<file path="config.mk">
export PLATFORM = sky130hd
export DESIGN_NAME = rpnc_stack_ram
export DESIGN_NICKNAME = d
export VERILOG_FILES = /design/src/rtl/rpnc_pkg.sv /design/src/rtl/rpnc_stack_ram.sv
export SDC_FILE = /design/constraint.sdc
export NUM_CORES = 2
export LEC_CHECK = 0
export BUFFER_PORTS_ARGS = -buffer_cell sky130_fd_sc_hd__buf_2
export CORE_UTILIZATION = 50
export CTS_CLUSTER_DIAMETER = 50
export DETAILED_ROUTE_END_ITERATION = 8
export HOLD_SLACK_MARGIN = 0.02
export PLACE_DENSITY = 0.65
export SYNTH_ARGS = -nofsm -noshare
export SYNTH_HDL_FRONTEND = slang
export SYNTH_SLANG_ARGS = --single-unit
</file>
<file path="constraint.sdc">
create_clock -name clk -period 4.2 [get_ports clk]
set_input_delay 0.21 -clock clk [delete_from_list [all_inputs] [get_ports clk]]
set_output_delay 0.21 -clock clk [all_outputs]
set_load 0.01 [all_outputs]
</file>
<file path="src/rtl/rpnc_pkg.sv">
// Shared constants, types and state encoding for the RPN stack calculator.
// Used by the stack RAM, the divider and the top level; depends on nothing.

package rpnc_pkg;

    // Stack geometry.
    localparam int STACK_DEPTH = 128;
    localparam int ADDR_W      = $clog2(STACK_DEPTH);
    localparam int CNT_W       = $clog2(STACK_DEPTH + 1);

    // Q16.16 data format.
    localparam int DATA_W = 32;
    localparam int FRAC_W = 16;

    // Command codes carried on the input tuser.
    localparam logic [2:0] CMD_PUSH = 3'd0;
    localparam logic [2:0] CMD_ADD  = 3'd1;
    localparam logic [2:0] CMD_SUB  = 3'd2;
    localparam logic [2:0] CMD_MUL  = 3'd3;
    localparam logic [2:0] CMD_DIV  = 3'd4;
    localparam logic [2:0] CMD_PEEK = 3'd5;

    // Status codes carried on the output tuser.
    localparam logic [2:0] ST_OK      = 3'd0;
    localparam logic [2:0] ST_FULL    = 3'd1;
    localparam logic [2:0] ST_FEW     = 3'd2;
    localparam logic [2:0] ST_DIVZERO = 3'd3;
    localparam logic [2:0] ST_EMPTY   = 3'd4;
    localparam logic [2:0] ST_INVALID = 3'd5;

    // Sequencer states.
    typedef enum logic [3:0] {
        S_IDLE,
        S_PEEK,
        S_RD_B,
        S_RD_A,
        S_EXEC,
        S_MUL,
        S_DIV,
        S_WB,
        S_RESP
    } state_t;

    // Request from the sequencer to the divider.
    typedef struct packed {
        logic              start;
        logic [DATA_W-1:0] num_mag;
        logic [DATA_W-1:0] den_mag;
    } div_req_t;

    // Answer from the divider.
    typedef struct packed {
        logic              done;
        logic              ovf;
        logic [DATA_W-1:0] quot;
    } div_rsp_t;

endpackage

</file>
<file path="src/rtl/rpnc_stack_ram.sv">
// Stack storage: one write port and one read port with registered read data.
// Depends on rpnc_pkg for depth and data width.

module rpnc_stack_ram
(
    input  logic                        clk,
    input  logic                        we,
    input  logic [rpnc_pkg::ADDR_W-1:0] waddr,
    input  logic [rpnc_pkg::DATA_W-1:0] wdata,
    input  logic [rpnc_pkg::ADDR_W-1:0] raddr,
    output logic [rpnc_pkg::DATA_W-1:0] rdata
);

    logic [rpnc_pkg::DATA_W-1:0] mem [rpnc_pkg::STACK_DEPTH];
    logic [rpnc_pkg::DATA_W-1:0] rdata_reg;

    // Write port.
    always_ff @(posedge clk)
    begin
        if (we)
        begin
            mem[waddr] <= wdata;
        end
    end

    // Read port with registered read data.
    always_ff @(posedge clk)
    begin
        rdata_reg <= mem[raddr];
    end

    assign rdata = rdata_reg;

endmodule

</file>
== Word level (Yosys, flattened, before mapping) ==
Memory sizes are Yosys's and may differ from the RTL's. A register that Yosys moved wholly into a read port is not among the register bits.
Index checks and enable logic that the tools add are counted.

* Memory bits (writable): 4096
* Bits of input ports: 48
* Word-level logic and storage cells: 3
* Bits in registers: 0
* Memories kept: 1
* Output and inout bits: 32

* Mux-type cells: 2

{| class="wikitable"
|+ Memories
! name !! words !! bits a word !! read ports !! clocked after memory_dff !! write ports !! RTL line !! source
|-
| mem || 128 || 32 || 1 || 1 || 1 || rpnc_stack_ram.sv:14 || <nowiki>logic [rpnc_pkg::DATA_W-1:0] mem [rpnc_pkg::STACK_DEPTH];</nowiki>
|}

{| class="wikitable"
|+ Operators by type and width
! kind !! count
|-
| 1-bit 2-to-1 mux || 2
|}

== Logic depth before layout (Yosys ltp) ==
* Depth after elaboration: 2
* Gate-level depth with buffers: 8
* Gate-level depth less buffers: 4

== Worst setup path before layout ==
No wires, ideal clock.

* Kind: input -> register
* Start: in we
* End: mem mem[98][0] in the netlist's numbering, enable pin
* Arrival: 2988 ps
* Path buffers: 1
* Slack: 751 ps
* Stages: 3
* Cell sequence: clkbuf_1 -> nand4_1 -> nor3_1

* Word-level cells in the longest chain between the ends: 2

{| class="wikitable"
|+ RTL lines
! item !! RTL line !! source
|-
| start: declaration || rpnc_stack_ram.sv:7 || <nowiki>input logic we,</nowiki>
|-
| 1-bit 2-to-1 mux || rpnc_stack_ram.sv:20 || <nowiki>if (we)</nowiki>
|-
| 1-bit 2-to-1 mux (not written as such) || rpnc_stack_ram.sv:22 || <nowiki>mem[waddr] <= wdata;</nowiki>
|-
| end: declaration || rpnc_stack_ram.sv:14 ||
|}

Every way passes these cells.

==> key figures <==
Timing
  – Setup TNS: 0 ps
  – Highest Clock Rate: 0.375 GHz
  – Hold Fails Final Rpt: 0
  – Final worst path period share: 63.4%
  – Slew Viols, Final: 0
  – Final setup margin: 1540 ps
  – Worst-margin pin slew: 1130 ps
  – RSZ-0062 raised after global routing: false
  – Relative slew slack: 24.8%
  – Final Critical Period: 2660 ps
  – Final Skew: 70.6 ps
  – Count of final setup violators: 0

CTS
  – Clk sinks: 4128
  – CTS tree: done
  – Postcts setup bufs: 0
  – Clk buf depth: 4
  – # hold bufs at CTS: 38
  – Post-CTS resize count: 0
  – CTS Buf Count: 429
  – Worst-path clk slew: 60 ps
  – Clk_lat worst skew: 980 ps
  – Clock root cell: clkbuf_16
  – H-tree depth: 5

Final layout
  – Area Growth Syn to Fin: 15.0%
  – Final Util: 58.0%
  – Fill count: 21.7k
  – Ratio of cells with drive above 1 in the final layout: 36.9%
  – Nets: 6590
  – Max reg flops: 4096
  – Fin area: 180000 sq um
  – Non-filler cells, final: 11.1k
  – Commonest non-fill, non-tap cells in the layout: edfxtp_1 (4096), mux4_2 (1344), clkbuf_16 (434)
  – Commonest non-fill, non-tap cell in the layout: edfxtp_1

Worst hold path
  – Min-delay src: raddr[5]
  – Hold Crit Depth: 2
  – Worst Hold Class: in2reg
  – Hold endpoint: rdata[3]

Route
  – Initial drt markers: 9834
  – Antenna-violating nets left: 0
  – Via count: 71.0k
  – DRT Wirelength: 400 mm
  – Vias per cell: 6.39
  – DR WL/cell: 36.0 um
  – DRT Pass-1 Iters: 5
  – DRC viols: 0

Yosys
  – Post-synthesis mux area share: 19.6%
  – Yosys warnings: 0
  – Synth unique cells: 17
  – Post-synthesis compound-gate area fraction: 0%
  – Top-area cell type share of the netlist area: 78.7%
  – XOR/XNOR Fraction of Synth Area: 0%
  – Area share of fa/ha/maj cells after synthesis: 0%
  – Dominant cells by area after synthesis: edfxtp_1 (79%), mux4_2 (19%), clkbuf_1 (0.44%)
  – Syn_area_per_cell: 26.1 sq um
  – Synth Net Count: 6038
  – Simple-gate portion of the synthesized area: 0.446%
  – Flops & latches, synth: 4128
  – Post-synthesis instance total: 5990
  – Sequential fraction of the synthesis area: 79.1%
  – Post-synthesis cell area: 156000 sq um
  – Cell accounting for the most synthesized area: edfxtp_1
  – Combinational family with the most area after synthesis: multiplexers

Placed design
  – Dpl ws: 620 ps
  – Placed cell areas: 165000 sq um
  – Placed insts: 10.2k
  – GPL Wtd Cong: 0.855
  – DP Wirelength: 221 mm
  – # port buffers: 79

Power and ir drop
  – Power Density: 492 nW/um^2
  – Sw frac: 21.5%
  – Logic pwr share: 5.0%
  – Clock power frac: 43.2%
  – Leak: 0.0553 uW
  – P_sw: 19000 uW
  – Int Pwr: 69400 uW
  – Sequential share of power: 51.7%
  – Max VDD drop: 0.403 mV

Critical path
  – Worst R2R End: rdata[8]
  – Critical Path Sink Type: flip-flop
  – Req. time, crit path: 5020 ps
  – Worst path most repeated cell: mux4_2
  – Slowest-stage cell, CP: mux4_2
  – Cells on worst reg2reg path: 4
  – Crit path largest cell delay: 660 ps
  – Crit path DAT: 3490 ps
  – Flop2flop setup slack: 1540 ps
  – Reg2reg start: mem[127][8]
  – Critical path startpoint category: flip-flop
  – Critical setup path kind: reg2reg
  – Crit path cell chain: mux4_2 -> mux4_2 -> mux4_2 -> mux2_2
  – Max FO, Critical Path: 1

GRT
  – Largest net degree at the start of global routing: 89
  – Antenna violations before repair: 60
  – First-pass GRT wire length: 559 mm
  – Aggregate global routing overflow: 0
  – Gr usage total: 25.6%
  – Vias in the first global route: 71.9k

Floorplanning
  – Ports: 80
  – Rows: 204
  – Core area: 310000 sq um
  – Die height: 561 um
  – Die width: 561 um
  – Initial Util: 50.4%
  – Die ar.: 315000 sq um

Status
  – Status: completed

Job
  – Max_cap viols: 0
## worst max-delay path, delay by kind of cell, from the launching register on
kind	cells	cell delay, ps
flip-flops	1	380
multiplexers	4	2160
## worst max path at each step
| stage | start | to | slack [ps] | depth (start not counted) |
|---|---|---|---|---|
| 2_1_floorplan | we | mem[98][0] | 750 | 3 |
| 3_3_place_gp | raddr[0] | rdata[7] | 620 | 8 |
| 3_5_place_dp | raddr[0] | rdata[22] | 620 | 7 |
| 4_1_cts | mem[127][8] | rdata[8] | 1490 | 4 |
| 5_1_grt | raddr[0] | rdata[22] | 1530 | 7 |
| 6_report | mem[127][8] | rdata[8] | 1540 | 4 |
## cell type report
type,count,area [sq um],share of cell area (%)
Sequential cell,4128,124000,68.8
Multi-Input combinational cell,1546,32300,18.0
Clock buffer,509,11300,6.26
Tap cell,4120,5150,2.87
Timing Repair Buffer,437,4100,2.28
Clock inverter,282,3050,1.70
Antenna cell,87,218,0.121
## cells in the mapped netlist
master	n
mux2_2	32
nand2b_1	2
nor2b_1	7
buf_1	50
mux4_2	1344
nand2_1	14
nand3_1	12
dfxtp_1	32
nor2_1	122
nand4_1	3
buf_6	2
edfxtp_1	4096
buf_2	79
nor3_1	9
buf_4	3
or3_1	1
clkbuf_1	182
## stage by stage
step	power [uW]	hold WS (ps)
floorplan	48600	309
global placement	50900	542
detailed placement	51000	561
CTS	88900	37.5
global route	90500	54.1
finish	88400	74.6
## cells by family (layout without fill, tap and decap cells)
group,Yosys count,after routing
DFF,4128,4128
muxes,1376,1376
other,0,87
buffers and inverters,316,1228
and+or+nand+nor,170,170
## power groups by stage
stage / Combinational (uW) / Sequential, uW / Clock, uW
after CTS: 4450 / 45700 / 38700
after global routing: 4630 / 45700 / 40200
after global placement: 4340 / 46600 / 0
final: 4440 / 45700 / 38200
after floorplan: 2190 / 46400 / 0
after detailed placement: 4410 / 46600 / 0
## per-layer routing
layer  vias to the layer above  routed length [um]  track usage [%]
met3                       587               41700             5.50
met4                         8               14200             8.79
met2                      3639              192000             40.3
met1                     39103              153000             36.0
met5                         -                  51                0
li1                      27633                   -                -
Note: power is estimated with default switching activity, not from simulation.
