`src/rtl/rpnc_pkg.sv`:
```
// Shared constants, types and state encoding for the RPN stack calculator.
// Used by the stack RAM, the divider and the top level; depends on nothing.

package rpnc_pkg;

    // Stack geometry.
    localparam int STACK_DEPTH = 128;
    localparam int ADDR_W      = $clog2(STACK_DEPTH);
    localparam int CNT_W       = $clog2(STACK_DEPTH + 1);

    // Q16.16 data format.
    localparam int DATA_W = 32;
    localparam int FRAC_W = 16;

    // Command codes carried on the input tuser.
    localparam logic [2:0] CMD_PUSH = 3'd0;
    localparam logic [2:0] CMD_ADD  = 3'd1;
    localparam logic [2:0] CMD_SUB  = 3'd2;
    localparam logic [2:0] CMD_MUL  = 3'd3;
    localparam logic [2:0] CMD_DIV  = 3'd4;
    localparam logic [2:0] CMD_PEEK = 3'd5;

    // Status codes carried on the output tuser.
    localparam logic [2:0] ST_OK      = 3'd0;
    localparam logic [2:0] ST_FULL    = 3'd1;
    localparam logic [2:0] ST_FEW     = 3'd2;
    localparam logic [2:0] ST_DIVZERO = 3'd3;
    localparam logic [2:0] ST_EMPTY   = 3'd4;
    localparam logic [2:0] ST_INVALID = 3'd5;

    // Sequencer states.
    typedef enum logic [3:0] {
        S_IDLE,
        S_PEEK,
        S_RD_B,
        S_RD_A,
        S_EXEC,
        S_MUL,
        S_DIV,
        S_WB,
        S_RESP
    } state_t;

    // Request from the sequencer to the divider.
    typedef struct packed {
        logic              start;
        logic [DATA_W-1:0] num_mag;
        logic [DATA_W-1:0] den_mag;
    } div_req_t;

    // Answer from the divider.
    typedef struct packed {
        logic              done;
        logic              ovf;
        logic [DATA_W-1:0] quot;
    } div_rsp_t;

endpackage

```
`src/rtl/rpnc_div.sv`:
```
// Restoring divider for Q16.16 magnitudes: (num << 16) / den, one quotient bit a cycle.
// Depends on rpnc_pkg for the request and response structs.

module rpnc_div
(
    input  logic               clk,
    input  logic               rst_n,
    input  rpnc_pkg::div_req_t req,
    output rpnc_pkg::div_rsp_t rsp
);

    localparam int DW = rpnc_pkg::DATA_W;
    localparam int FW = rpnc_pkg::FRAC_W;
    localparam int STEP_W = $clog2(DW);

    logic              busy_reg;
    logic              done_reg;
    logic              ovf_reg;
    logic [STEP_W-1:0] step_reg;
    logic [DW-1:0]     rem_reg;
    logic [DW-1:0]     quot_reg;
    logic [DW-1:0]     den_reg;

    logic [DW:0]       shifted;
    logic [DW:0]       trial;
    logic              fits;
    logic              ovf_now;

    // The quotient overflows 32 bits when the dividend's upper part already reaches the divisor.
    assign ovf_now = {{(DW - (DW - FW)){1'b0}}, req.num_mag[DW-1:FW]} >= req.den_mag;

    // One restoring step: shift in the next dividend bit and try to subtract.
    assign shifted = {rem_reg, quot_reg[DW-1]};
    assign trial   = shifted - {1'b0, den_reg};
    assign fits    = !trial[DW];

    // Control state.
    always_ff @(posedge clk or negedge rst_n)
    begin
        if (!rst_n)
        begin
            busy_reg <= 1'b0;
            done_reg <= 1'b0;
            step_reg <= '0;
        end
        else
        begin
            done_reg <= 1'b0;
            if (req.start)
            begin
                busy_reg <= !ovf_now;
                done_reg <= ovf_now;
                step_reg <= STEP_W'(DW - 1);
            end
            else if (busy_reg)
            begin
                step_reg <= step_reg - 1'b1;
                if (step_reg == '0)
                begin
                    busy_reg <= 1'b0;
                    done_reg <= 1'b1;
                end
            end
        end
    end

    // Datapath: remainder and quotient shift register.
    always_ff @(posedge clk)
    begin
        if (req.start)
        begin
            ovf_reg  <= ovf_now;
            den_reg  <= req.den_mag;
            rem_reg  <= {{FW{1'b0}}, req.num_mag[DW-1:FW]};
            quot_reg <= {req.num_mag[FW-1:0], {(DW - FW){1'b0}}};
        end
        else if (busy_reg)
        begin
            rem_reg  <= fits ? trial[DW-1:0] : shifted[DW-1:0];
            quot_reg <= {quot_reg[DW-2:0], fits};
        end
    end

    assign rsp.done = done_reg;
    assign rsp.ovf  = ovf_reg;
    assign rsp.quot = quot_reg;

endmodule

```
`config.mk`:
```
export PLATFORM = sky130hd
export DESIGN_NAME = rpnc_div
export DESIGN_NICKNAME = d
export VERILOG_FILES = /design/src/rtl/rpnc_pkg.sv /design/src/rtl/rpnc_div.sv
export SDC_FILE = /design/constraint.sdc
export NUM_CORES = 1
export LEC_CHECK = 0
export BUFFER_PORTS_ARGS = -buffer_cell sky130_fd_sc_hd__buf_2
export CORE_MARGIN = 1.5
export CORE_UTILIZATION = 50
export CTS_BUF_LIST = sky130_fd_sc_hd__clkbuf_4
export DETAILED_ROUTE_END_ITERATION = 16
export PLACE_DENSITY_LB_ADDON = 0.15
export SETUP_SLACK_MARGIN = 0.2
export SYNTH_ARGS = -nofsm -noshare
export SYNTH_HDL_FRONTEND = slang
export SYNTH_SLANG_ARGS = --single-unit
export TNS_END_PERCENT = 30
```
`constraint.sdc`:
```
create_clock -name clk -period 9.8 [get_ports clk]
set_clock_uncertainty 0.05 [all_clocks]
set_input_delay 1.47 -clock clk [delete_from_list [all_inputs] [get_ports clk]]
set_output_delay 1.47 -clock clk [all_outputs]
set_load 0.005 [all_outputs]
```
* Word-level counts from Yosys, hierarchy flattened
Cells that the tools add are included.
Widths: inputs -> output; s select.
** Storage, ports and cells
- Flip-flop bits (word level) :: 104
- Bits in latches :: 0
- Memory bits (writable) :: 0
- ROM bits :: 0
- Bits of input ports :: 67
- Output and inout port bits :: 34
- Logic and storage cells :: 29
- Memories kept :: 0
** Cells by class
- Add/sub/neg operators :: 2
- Multiply operators :: 0
- Divide/modulo/power cells :: 0
- Magnitude comparators :: 1
- Eq/ne operators :: 0
- Shifts and indexed selects :: 0
- Mux-type cells :: 13
- Bitwise operators :: 0
- Reduce and logical (&&, ||, !) cells :: 4
** Operators by type and width (count)
- $mux 32 :: 3
- $sub 33x32->33 :: 1
- $ge 16x32->1 :: 1
- $mux 16 :: 2
- $mux 5 :: 2
- $mux 1 :: 6
- $logic_not 5->1 :: 1
- $sub 5x1->5 const B :: 1
- $logic_not 1->1 :: 2
- $reduce_bool 2->1 :: 1

* Depth between registers and ports, before layout
- Word-level depth :: 4
- Gate-level depth with buffers :: 14
- Gate-level depth less buffers :: 13

* Worst setup path after synthesis
Ideal clock, no wire load.
- Kind :: reg-to-reg
- From :: reg quot_reg[31]
- To :: reg rem_reg[31]
- Library setup time :: 116 ps
- Arrival time :: 3232 ps
- Required time :: 9634 ps
- Setup slack :: 6402 ps
- Cell stages (with the launch flop) :: 14
- Path buffers :: 0
- Period minus slack after synthesis :: 3398 ps
- Cell sequence :: edfxtp_1 -> inv_1 -> ha_1 -> inv_1 -> fa_1 -> a21o_1 -> a221o_1 -> a21oi_4 -> o22ai_2 -> or4_4 -> nand3_4 -> mux2_4 -> mux2_2 -> o211a_1
** Between the ends
- Longest elaborated chain between the ends :: 2
** RTL lines
- start: declaration :: line rpnc_div.sv:21 : logic [DW-1:0] quot_reg;
- start signal: assignment :: line rpnc_div.sv:75 : quot_reg <= {req.num_mag[FW-1:0], {(DW - FW){1'b0}}};
- start signal: assignment :: line rpnc_div.sv:80 : quot_reg <= {quot_reg[DW-2:0], fits};
- $sub 33x32->33 :: line rpnc_div.sv:34 : assign trial = shifted - {1'b0, den_reg};
- $mux 32 :: line rpnc_div.sv:79 : rem_reg <= fits ? trial[DW-1:0] : shifted[DW-1:0];
- end signal: assignment :: line rpnc_div.sv:74 : rem_reg <= {{FW{1'b0}}, req.num_mag[DW-1:FW]};
- end signal: assignment :: line rpnc_div.sv:79
- end: declaration :: line rpnc_div.sv:20 : logic [DW-1:0] rem_reg;
No other way between the ends.
A chain may end at the register's enable or synchronous reset.

* Worst setup path after layout
Same ends and word-level chain as after synthesis.

==> impl_metrics.ini <==
[drt]
vias_per_cell = 5.49
routedWlPerCell_microns = 15.3
ant_nets = 0
totalWireLength_microns = 13900
vias = 5008
drtPass1Iterations = 6
first_iter_violations = 270
drc = 0

[critical_path]
critPathMaxFanout = 54
worstSetupStartpointType = flop
cp_top_family = compound AO/OA/AOI/OAI gates
crit_buf_inv = 2
cp_data_arrival_time_ns = 4.35
max_stage_delay_ns = 0.54
path_cells = inv_1, ha_1, inv_1, fa_1, a21o_1, a221o_1, a21oi_4, o22ai_2, or4_4, nand3_4, mux2_4, mux2_2, o211a_1
worstSetupEndpointType = flop
cp_slowest_cell = or4_4
worstSetupPathType = flop to flop
cp_data_required_time_ns = 10.15
cp_common_cell = inv_1

[die]
core_area_sq_mm = 0.0122
die_h_microns = 115
pin_count = 101
start_util_pct = 51.9
dieArea_sq_mm = 0.0133
rows = 40
die_w_microns = 115

[yosys]
synth-xor-area-share_pct = 4.30
synth_adder_area_share_pct = 10.2
synthSimpleGateAreaFrac_pct = 12.2
synthCells = 653
ys_types = 62
avgSynthCellArea_sq_um = 9.66
synth_edf_count = 65
synth_top_family_by_area = compound AO/OA/AOI/OAI gates
syn_nets = 771
ys_ff_latch = 104
synth_area_leaders = edfxtp_1 (31%), dfxtp_1 (10%), ha_1 (9.9%)
async_reset_ff_share_pct = 6.73
ys_seq_area_share_pct = 43.9
synth_mux_area_share_pct = 4.40
synth_top_area_share_pct = 30.9
syn_area_sq_mm = 0.00631
synth_compound_area_share_pct = 18.8
synth_top_flop_cell = edfxtp_1
yosysWarnings = 0
synth.largest_area_cell = edfxtp_1

[clock_tree]
path_clk_slew_ns = 0.17
hold_buffers = 0
cts_made_buffers = 9
cts_resized = 0
insertion_delay_ns = 0.48
clockRootBuffer = clkbuf_4
cts.sinks = 104
cts_max_level = 3
postCtsSetupRepairBufs = 0
cts_tree = yes
cts_buffer_depth = 2

[sta]
hold_viol = 0
finalCritPeriodShare_pct = 40.8
slew_viol_final = 0
relSlewSlack_pct = 48.0
timing.setup.tns_ns = 0
tightest_slew_ns = 0.780
final-setup-viol-count = 0
max_freq_ghz = 0.250
finalWorstSetupSlack_ns = 5.80
period_needed_ns = 4.00
rsz0062_at_grt = no

[global_route]
grt_pass1_wl_microns = 23300
grt_usage_pct = 22.3
grt_antenna_before_repair = 0
grt_start_max_net_pins = 79
grt_overflow = 0
grt_pass1_vias = 4864

[power_and_ir_drop]
p_per_area_mw_per_mm2 = 148
max-vdd-ir-drop_v = 0.000109
p_leak_nw = 3.31
p_total_mw = 1.04

[outcome]
status = finished clean

[cells_and_area]
syn_to_final_growth_pct = 11.9
fin_nets = 858
drive_gt1_share_pct = 18.1
num_antenna_cells = 0

[run]
cap_viol_max_count = 0

[placement]
port_buffers = 100
pre_cts_ws_ns = 5.81
place_congestion = 0.842
dp_hpwl_microns = 10400

[hold_path]
hold_path_class = flop to flop
==> metal layers <==
metal / GRT usage [%] / wire length [microns] / vias up
li1: - / - / 2521
met1: 28.6 / 6360 / 2348
met2: 37.2 / 6520 / 124
met3: 5.90 / 849 / 15
met4: 6.58 / 220 / 0
met5: 0 / 0 / -
==> logic make-up after synthesis <==
logic type | after synthesis
buffers and inverters | 94
AOI/OAI and AO/OA | 181
xor gates and xnor gates | 31
and+or+nand+nor | 165
DFF | 104
muxes | 27
adders and majority gates | 51
==> worst reg2reg max path: stages (launching register included) <==
cell	delay, ns
edfxtp_1	0.44
inv_1	0.08
ha_1	0.16
inv_1	0.05
fa_1	0.40
a21o_1	0.23
a221o_1	0.37
a21oi_4	0.23
o22ai_2	0.13
or4_4	0.54
nand3_4	0.52
mux2_4	0.35
mux2_2	0.26
o211a_1	0.12
==> cell type report <==
type	count	area (sq um)
fillers	1082	5100
well taps	168	210
flip-flops and latches	104	2770
inverters	66	248
clock inverters	7	83.8
clock buffers	9	67.6
multi-input cells	455	3150
repair buffers	104	533
==> layout by cell type, fill, tap and decap left out, drive strengths merged, types with 7 or more instances in the layout <==
| master | n |
|---|---|
| a211oi | 13 |
| a21o | 15 |
| a21oi | 60 |
| a22o | 17 |
| buf | 104 |
| clkbuf | 9 |
| dfrtp | 7 |
| dfxtp | 32 |
| edfxtp | 65 |
| ha | 50 |
| inv | 71 |
| mux2i | 24 |
| nand2 | 51 |
| nand4 | 10 |
| nor2 | 64 |
| nor3 | 7 |
| o21ai | 36 |
| xnor2 | 20 |
| xor2 | 11 |
==> synthesized netlist by cell type (6+ instances only) <==
master	n
ha_1	50
nand2b_1	6
a21oi_1	59
dfrtp_1	7
nand4_1	10
xor2_1	11
o21ai_0	35
xnor2_1	20
nand2_1	51
a22o_1	17
nor2_1	64
inv_1	66
nor3_1	7
clkbuf_1	19
a21o_1	15
mux2i_1	24
edfxtp_1	65
a211oi_1	13
dfxtp_1	32
==> through the flow <==
stage	cells	hold WS (ns)	area, sq um	utilization, %
3_5_place_dp	897	0.443	6910	56.8
4_1_cts	913	0.473	7060	58.1
3_3_place_gp	897	0.437	6910	56.8
5_1_grt	913	0.499	7060	58.1
2_1_floorplan	653	0.413	6310	-
6_report	913	0.468	7060	58.1
==> path summary, 6_finish.rpt <==
check	startpoint	end	slack (ns)	depth (start not counted)
max in group asynchronous	rst_n	step_reg[2]	8.79	1
min	rem_reg[24]	rem_reg[24]	0.47	2
max reg2reg	quot_reg[31]	rem_reg[31]	5.80	13
max	quot_reg[31]	rem_reg[31]	5.80	13
min reg2reg	rem_reg[24]	rem_reg[24]	0.47	2
min in group asynchronous	rst_n	step_reg[0]	0.73	1
==> power by group <==
part / switching (mW) / total, mW / leakage [nW] / internal (mW)
registers: 0.0181 / 0.520 / 0.993 / 0.502
clock network: 0.157 / 0.241 / 0.0851 / 0.0839
logic: 0.162 / 0.283 / 2.23 / 0.121
total: 0.337 / 1.04 / 3.31 / 0.707
(Power assumes the default switching activity.)
